$ cat src/sv/swmm_pkg.sv
// Shared types and constants for the sliding window min/max channel.
`timescale 1ns / 1ps

package swmm_pkg;

   // Width of the window length field on the configuration port.
   localparam int WINDOW_LEN_W = 9;

   // Window length after reset, before it is limited to the ring depth.
   localparam int WINDOW_LEN_RESET = 20;

   // Per-item control handed from the sequencer to each extreme tracker.
   typedef struct packed {
      logic restart;   // configuration write: return to the reset extreme
      logic accept;    // a new word is taken this cycle
      logic full;      // the window already held window_length samples
      logic scan_hit;  // read data from the ring is valid this cycle
   } swmm_ext_ctrl_type;

endpackage

$ cat src/sv/swmm_extreme.sv
// Tracks one running extreme of the window and the ring slot that holds it.
`timescale 1ns / 1ps

module swmm_extreme #(
   parameter bit IS_MAX       = 1'b1,
   parameter int SAMPLE_WIDTH = 32,
   parameter int ADDR_W       = 8
) (
   input  logic                           clock,
   input  logic                           reset,
   input  swmm_pkg::swmm_ext_ctrl_type    ctrl,
   input  logic [SAMPLE_WIDTH-1:0]        new_sample,
   input  logic [ADDR_W-1:0]              wr_slot,
   input  logic [SAMPLE_WIDTH-1:0]        scan_sample,
   input  logic [ADDR_W-1:0]              scan_slot,
   output logic                           expire,
   output logic [SAMPLE_WIDTH-1:0]        extreme
);

   import swmm_pkg::*;

   // Most negative value for a maximum, most positive for a minimum.
   localparam logic [SAMPLE_WIDTH-1:0] EXT_INIT = IS_MAX ?
      {1'b1, {(SAMPLE_WIDTH-1){1'b0}}} : {1'b0, {(SAMPLE_WIDTH-1){1'b1}}};

   logic [SAMPLE_WIDTH-1:0] best_ff, best_in;
   logic [ADDR_W-1:0]       slot_ff, slot_in;
   logic                    rescan_ff, rescan_in;
   logic                    new_wins;
   logic                    scan_wins;

   assign expire = ctrl.full && (slot_ff == wr_slot);

   // A new sample wins ties; during a rescan an older one must be strictly better.
   assign new_wins  = IS_MAX ? ($signed(new_sample) >= $signed(best_ff))
                             : ($signed(new_sample) <= $signed(best_ff));
   assign scan_wins = IS_MAX ? ($signed(scan_sample) > $signed(best_ff))
                             : ($signed(scan_sample) < $signed(best_ff));

   always_comb begin
      best_in   = best_ff;
      slot_in   = slot_ff;
      rescan_in = rescan_ff;
      if (ctrl.restart) begin
         best_in   = EXT_INIT;
         slot_in   = '0;
         rescan_in = 1'b0;
      end else if (ctrl.accept) begin
         rescan_in = expire;
         if (expire || new_wins) begin
            best_in = new_sample;
            slot_in = wr_slot;
         end
      end else if (ctrl.scan_hit && rescan_ff && scan_wins) begin
         best_in = scan_sample;
         slot_in = scan_slot;
      end
   end

   always_ff @(posedge clock) begin
      if (reset) begin
         best_ff   <= EXT_INIT;
         slot_ff   <= '0;
         rescan_ff <= 1'b0;
      end else begin
         best_ff   <= best_in;
         slot_ff   <= slot_in;
         rescan_ff <= rescan_in;
      end
   end

   assign extreme = best_ff;

endmodule
$ cat config.mk
export PLATFORM = sky130hd
export DESIGN_NAME = swmm_extreme
export DESIGN_NICKNAME = d
export VERILOG_FILES = /design/src/sv/swmm_pkg.sv /design/src/sv/swmm_extreme.sv
export SDC_FILE = /design/constraint.sdc
export NUM_CORES = 1
export LEC_CHECK = 0
export ABC_AREA = 1
export BUFFER_PORTS_ARGS = -buffer_cell sky130_fd_sc_hd__buf_2
export CORE_MARGIN = 10
export CORE_UTILIZATION = 57
export CTS_CLUSTER_DIAMETER = 150
export DETAILED_ROUTE_END_ITERATION = 8
export PLACE_DENSITY = 0.93
export SKIP_CTS_REPAIR_TIMING = 1
export SLEW_MARGIN = 10
export SYNTH_ARGS = -nofsm -noshare
export SYNTH_HDL_FRONTEND = slang
export SYNTH_SLANG_ARGS = --single-unit
$ cat constraint.sdc
create_clock -name clock -period 4.8 [get_ports clock]
set_clock_uncertainty 0.15 [all_clocks]
set_input_delay 0.48 -clock clock [delete_from_list [all_inputs] [get_ports clock]]
set_output_delay 0.48 -clock clock [all_outputs]
set_load 0.01 [all_outputs]
* Word level (Yosys, flattened, before mapping)
Cells that the tools add are included.
W data, S select, Z words.
** Cells by class
- $add $sub $neg :: 0
- Multiplexer cells :: 6
- Bitwise operators :: 0
- Reductions and logical operators :: 7
- Divide/modulo/power cells :: 0
- Equality and inequality tests :: 2
- Multiply operators :: 0
- Order comparisons :: 2
- Shift operators :: 0
** Operators by type and width (count)
- $mux W32 :: 3
- $ge A32 B32 Y1 :: 1
- $gt A32 B32 Y1 :: 1
- $mux W8 :: 3
- $eq A8 B8 Y1 :: 1
- $logic_and A1 B1 Y1 :: 3
- $ne A2 B1 Y1 const B :: 1
- $reduce_and A2 Y1 :: 1
- $reduce_bool A2 Y1 :: 1
- $reduce_or A2 Y1 :: 1
- $logic_or A1 B1 Y1 :: 1
** Word-level totals
- Output and inout port bits :: 33
- Memories kept :: 0
- Flip-flop bits (word level) :: 41
- Memory bits (writable) :: 0
- Latch bits :: 0
- Bits in read-only memories :: 0

* Depth between registers and ports, before layout
- Word-level depth :: 5
- Mapped depth :: 22
- Depth with buffers taken out :: 20

* Worst setup path before layout
Ideal clock, no wire load.
- Path type :: input -> register
- Start :: in scan_sample[31]
- End :: reg best_ff[0], in the netlist extreme[0]
- Setup time :: 113 ps
- Slack :: 2446 ps
- Path buffers :: 2
- Data arrival time :: 2091 ps
- Stages on the path :: 14
- Cell sequence :: ha_1 nand2_1 nor2_2 nand2_2 nor4b_4 nand2_1 nand3_1 nand3_4 nand2_2 buf_6 buf_6 nand2_1 nand2_1 nor2_1
** Between the ends
- Cells in the longest elaborated chain, start to end :: 4
** Ends and longest elaborated chain
- start, declared :: line swmm_extreme.sv:14 : input logic [SAMPLE_WIDTH-1:0] scan_sample,
- $gt A32 B32 Y1 :: line swmm_extreme.sv:37 : assign scan_wins = IS_MAX ? ($signed(scan_sample) > $signed(best_ff))
- $logic_and A1 B1 Y1 :: line swmm_extreme.sv:54 : end else if (ctrl.scan_hit && rescan_ff && scan_wins) begin
- $reduce_bool A2 Y1 (no line)
- $reduce_and A2 Y1 (no line)
- end signal, assigned :: line swmm_extreme.sv:66 : best_ff <= best_in;
- end, declared :: line swmm_extreme.sv:26 : logic [SAMPLE_WIDTH-1:0] best_ff, best_in;
Every way passes these cells.
A chain may end at the register's enable or synchronous reset.

* Final worst setup path
- Start :: reg best_ff[31], in the netlist extreme[31]
- End :: reg best_ff[19], in the netlist extreme[19]
** Between the ends
- Cells in the longest elaborated chain, start to end :: 4
- Elaborated cells between the ends (all ways) :: 7
- Classes of those cells :: order compare (2); eq/ne (1); reduce/logical (4)
** Ends and longest elaborated chain (line)
- $ge A32 B32 Y1 or $gt A32 B32 Y1 (tied branches) :: swmm_extreme.sv:35, swmm_extreme.sv:37
- $logic_or A1 B1 Y1 or $logic_and A1 B1 Y1 (tied branches) :: swmm_extreme.sv:50, swmm_extreme.sv:54
- $ne A2 B1 Y1 (no line) or $reduce_bool A2 Y1 (tied branches)
- $reduce_and A2 Y1 (no line) (*)
Mark *: on every way between the ends. The rest lies on a longest branch, timed or not.

==> results.sh <==
export IMPL_slowest_delay_ps=890
export IMPL_place_congestion=0.912
export IMPL_pwr_share_comb_pct=34.9
export IMPL_fp_dieH_microns=102
export IMPL_power_density_nw_per_um2=230
export IMPL_power_share_sequential_pct=35.6
export IMPL_antenna_found_initial=0
export IMPL_pre_cts_slack_ps=1110
export IMPL_status="finished, final reports clean"
export IMPL_worst_slew_pin_slew_ps=1040
export IMPL_holdPathEnd="slot_ff[7]"
export IMPL_core_rowCount=29
export IMPL_synth_seq_cells=41
export IMPL_htree_levels=2
export IMPL_layout_commonest_cell="nand2_1"
export IMPL_synth_cells=584
export IMPL_gr_usage_all_layers_pct=20.6
export IMPL_dieArea_sq_um=10400
export IMPL_synthDistinctLibCells=29
export IMPL_rsz0062_at_grt="false"
export IMPL_reg2reg_slack_ps=1240
export IMPL_avgSynthCellArea_sq_um=6.56
export IMPL_rr_endpoint="extreme[19]"
export IMPL_p_sw_share_pct=35.1
export IMPL_grt_ovfl_total=0
export IMPL_grt_busiest_layer="met2"
export IMPL_drcViolationCount=0
export IMPL_hold_viol=0
export IMPL_fin_crit_sh_pct=74.1
export IMPL_final_util_pct=70.7
export IMPL_routedWlPerCell_microns=14.4
export IMPL_critPathSlowestCell="nand2_2"
export IMPL_syn_to_final_growth_pct=18.5
export IMPL_finalSetupViolCount=0
export IMPL_drt_first_pass_iters=4
export IMPL_cts_sinks=41
export IMPL_clk_pin_slew_ps=90
export IMPL_clock_path_buffers=2
export IMPL_path_delay_family="simple AND/OR/NAND/NOR gates"
export IMPL_p_total_mw=1.04
export IMPL_drt_wl_total_microns=11000
export IMPL_layout_min_cycle_time_ps=3560
export IMPL_worstPathArrival_ps=3600
export IMPL_synth_nets=734
export IMPL_final_antenna_net_count=0
export IMPL_maxCapViolCount=0
export IMPL_crit_path_cell_trace="inv_1 > ha_1 > nand2_1 > nor2_1 > nand2_1 > nor3_1 > nand4_1 > nand2_1 > inv_1 > nand3_1 > nand2_2 > nand2_2 > nand2_1 > nand2_1 > nor2_1"
export IMPL_grt_util_met3_pct=4.32
export IMPL_fmax_mhz=281
export IMPL_end_kind="register"
export IMPL_finalMaxSlewViolations=0
export IMPL_ys_seq_area_share_pct=21.4
export IMPL_cts_inserted_buffers=5
export IMPL_drive_gt1_share_pct=19.5
export IMPL_final_setup_tns_ps=0
export IMPL_ir_drop_mv=0.172
export IMPL_rr_startpoint="extreme[31]"
export IMPL_ff_latch_area_sq_um=821
export IMPL_start_kind="register"
export IMPL_cts_tree="yes"
export IMPL_met1_usage_pct=22.9
export IMPL_clkLatencyLatePin_ps=310
export IMPL_p_switching_uw=367
export IMPL_synth_area_sq_um=3830
export IMPL_final_net_count=840
export IMPL_path_common_cell="nand2_1"
export IMPL_via_count=4063
export IMPL_fillCellCount=573
export IMPL_grt_pass1_vias=4088
export IMPL_grt_pass1_wl_microns=17700
export IMPL_placed_area_sq_um=4420
export IMPL_worstPathRequired_ps=4850
export IMPL_hold_path_depth=2
export IMPL_cp_max_fo=57
export IMPL_antennaDiodeCount=0
export IMPL_path_class="reg -> reg"
export IMPL_pwr_share_clk_pct=29.4
export IMPL_final_area_sq_um=4540
export IMPL_die_w_microns=102
export IMPL_via_per_inst=5.29
export IMPL_worst_path_buf_inv=2
export IMPL_multi_input_area_sq_um=2680
export IMPL_hp_start="slot_ff[7]"
export IMPL_grt_max_degree=58
export IMPL_drtIter0Drc=135
export IMPL_setup_ws_ps=1240
export IMPL_mostFrequentLayoutCells="nand2_1 (177), buf_2 (118), nor2_1 (90)"
export IMPL_initial_core_util_pct=59.6
export IMPL_met2_usage_pct=38.1
export IMPL_io_buffers=118
export IMPL_r2r_cells=15
export IMPL_p_leak_nw=2.42
export IMPL_hpwlAfterDp_microns=8750
export IMPL_hold_path_class="reg -> reg"
export IMPL_yosys_warnings=0
export IMPL_max_slew_margin_rel_pct=30.5
export IMPL_cts_root_buf="clkbuf_8"
export IMPL_p_int_uw=678
export IMPL_coreArea_sq_um=6420
export IMPL_ios=119
==> synth_stat cells <==
cell type / n / area [sq um]
xnor2_1: 1 / 8.76
nand3_1: 25 / 125
clkbuf_1: 9 / 33.8
buf_2: 6 / 30.0
nor3_1: 5 / 25.0
o21a_1: 3 / 22.5
ha_1: 64 / 801
o21ai_0: 10 / 50.1
and3_1: 1 / 6.26
nor4b_4: 1 / 23.8
buf_6: 4 / 45.0
nor2_1: 91 / 342
nand4_1: 6 / 37.5
nand3b_1: 2 / 15.0
dfxtp_1: 41 / 821
nor2_2: 1 / 6.26
a21boi_0: 1 / 7.51
a21o_1: 1 / 7.51
nor3b_1: 1 / 7.51
a21oi_1: 40 / 200
nor4_1: 1 / 6.26
inv_1: 59 / 221
buf_1: 1 / 3.75
nand2_2: 4 / 25.0
mux2i_1: 25 / 250
xor2_1: 2 / 17.5
nand2_1: 177 / 664
nand3_4: 1 / 17.5
o21bai_1: 1 / 7.51
==> logic make-up (layout without fill, tap and decap cells) <==
| family | count (synthesis) | count (layout) | share of synthesized area [%] |
|---|---|---|---|
| AND/OR/NAND/NOR | 316 | 316 | 34.0 |
| buffers and inverters | 79 | 186 | 8.73 |
| adder cells (fa/ha/maj) | 64 | 64 | 20.9 |
| AO/OA/AOI/OAI | 56 | 56 | 7.71 |
| flip-flops | 41 | 41 | 21.4 |
| multiplexers | 25 | 25 | 6.54 |
| XOR/XNOR | 3 | 3 | 0.686 |
==> registers in the layout (all words and copies together), names as in the netlist <==
name / flops
slot_ff: 8
extreme: 32
rescan_ff: 1
==> area by class of cell <==
| cell class | count | share of cell area (%) |
|---|---|---|
| Clock buffer | 6 | 1.82 |
| Clock inverter | 2 | 0.827 |
| Inverter | 59 | 4.88 |
| Multi-Input combinational cell | 464 | 59.1 |
| Sequential cell | 41 | 18.1 |
| Tap cell | 77 | 2.12 |
| Timing Repair Buffer | 119 | 13.2 |
==> worst register-to-register path, cell delays in order, from the launching register on <==
cell and delay, ps:
dfxtp_1 400, inv_1 90, ha_1 390, nand2_1 100
nor2_1 190, nand2_1 150, nor3_1 210, nand4_1 120
nand2_1 90, inv_1 40, nand3_1 80, nand2_2 280
nand2_2 900, nand2_1 140, nand2_1 100, nor2_1 40
==> metal layers <==
layer | vias up | part of all wire, % | wire length, microns
li1 | 2092 | - | -
met1 | 1817 | 42 | 4680
met2 | 134 | 49 | 5390
met3 | 20 | 6.9 | 763
met4 | 0 | 1.9 | 213
met5 | - | 0 | 0
==> stage by stage <==
stage          hold WS (ps)  cells
6_report                342    768
5_1_grt                 373    768
4_1_cts                 338    768
3_5_place_dp            325    760
3_3_place_gp            314    760
2_1_floorplan           303    584
==> worst max-delay path by stage <==
| stage | endpoint | slack [ps] | startpoint | depth (start not counted) |
|---|---|---|---|---|
| 5_1_grt | extreme[8] | 930 | extreme[31] | 15 |
| 6_report | extreme[19] | 1240 | extreme[31] | 15 |
| 3_3_place_gp | extreme[18] | 1250 | new_sample[31] | 15 |
| 2_1_floorplan | extreme[0] | 2450 | scan_sample[31] | 14 |
| 4_1_cts | extreme[8] | 1260 | extreme[31] | 15 |
| 3_5_place_dp | extreme[8] | 1110 | new_sample[31] | 15 |
==> power groups by stage <==
stage | Sequential (mW) | Combinational, mW | Clock [mW]
floorplan | 0.386 | 0.244 | 0
global placement | 0.379 | 0.345 | 0
detailed placement | 0.380 | 0.363 | 0
CTS | 0.372 | 0.365 | 0.311
global route | 0.375 | 0.418 | 0.324
finish | 0.372 | 0.365 | 0.307
No activity file was read; power rests on OpenSTA's default activity.
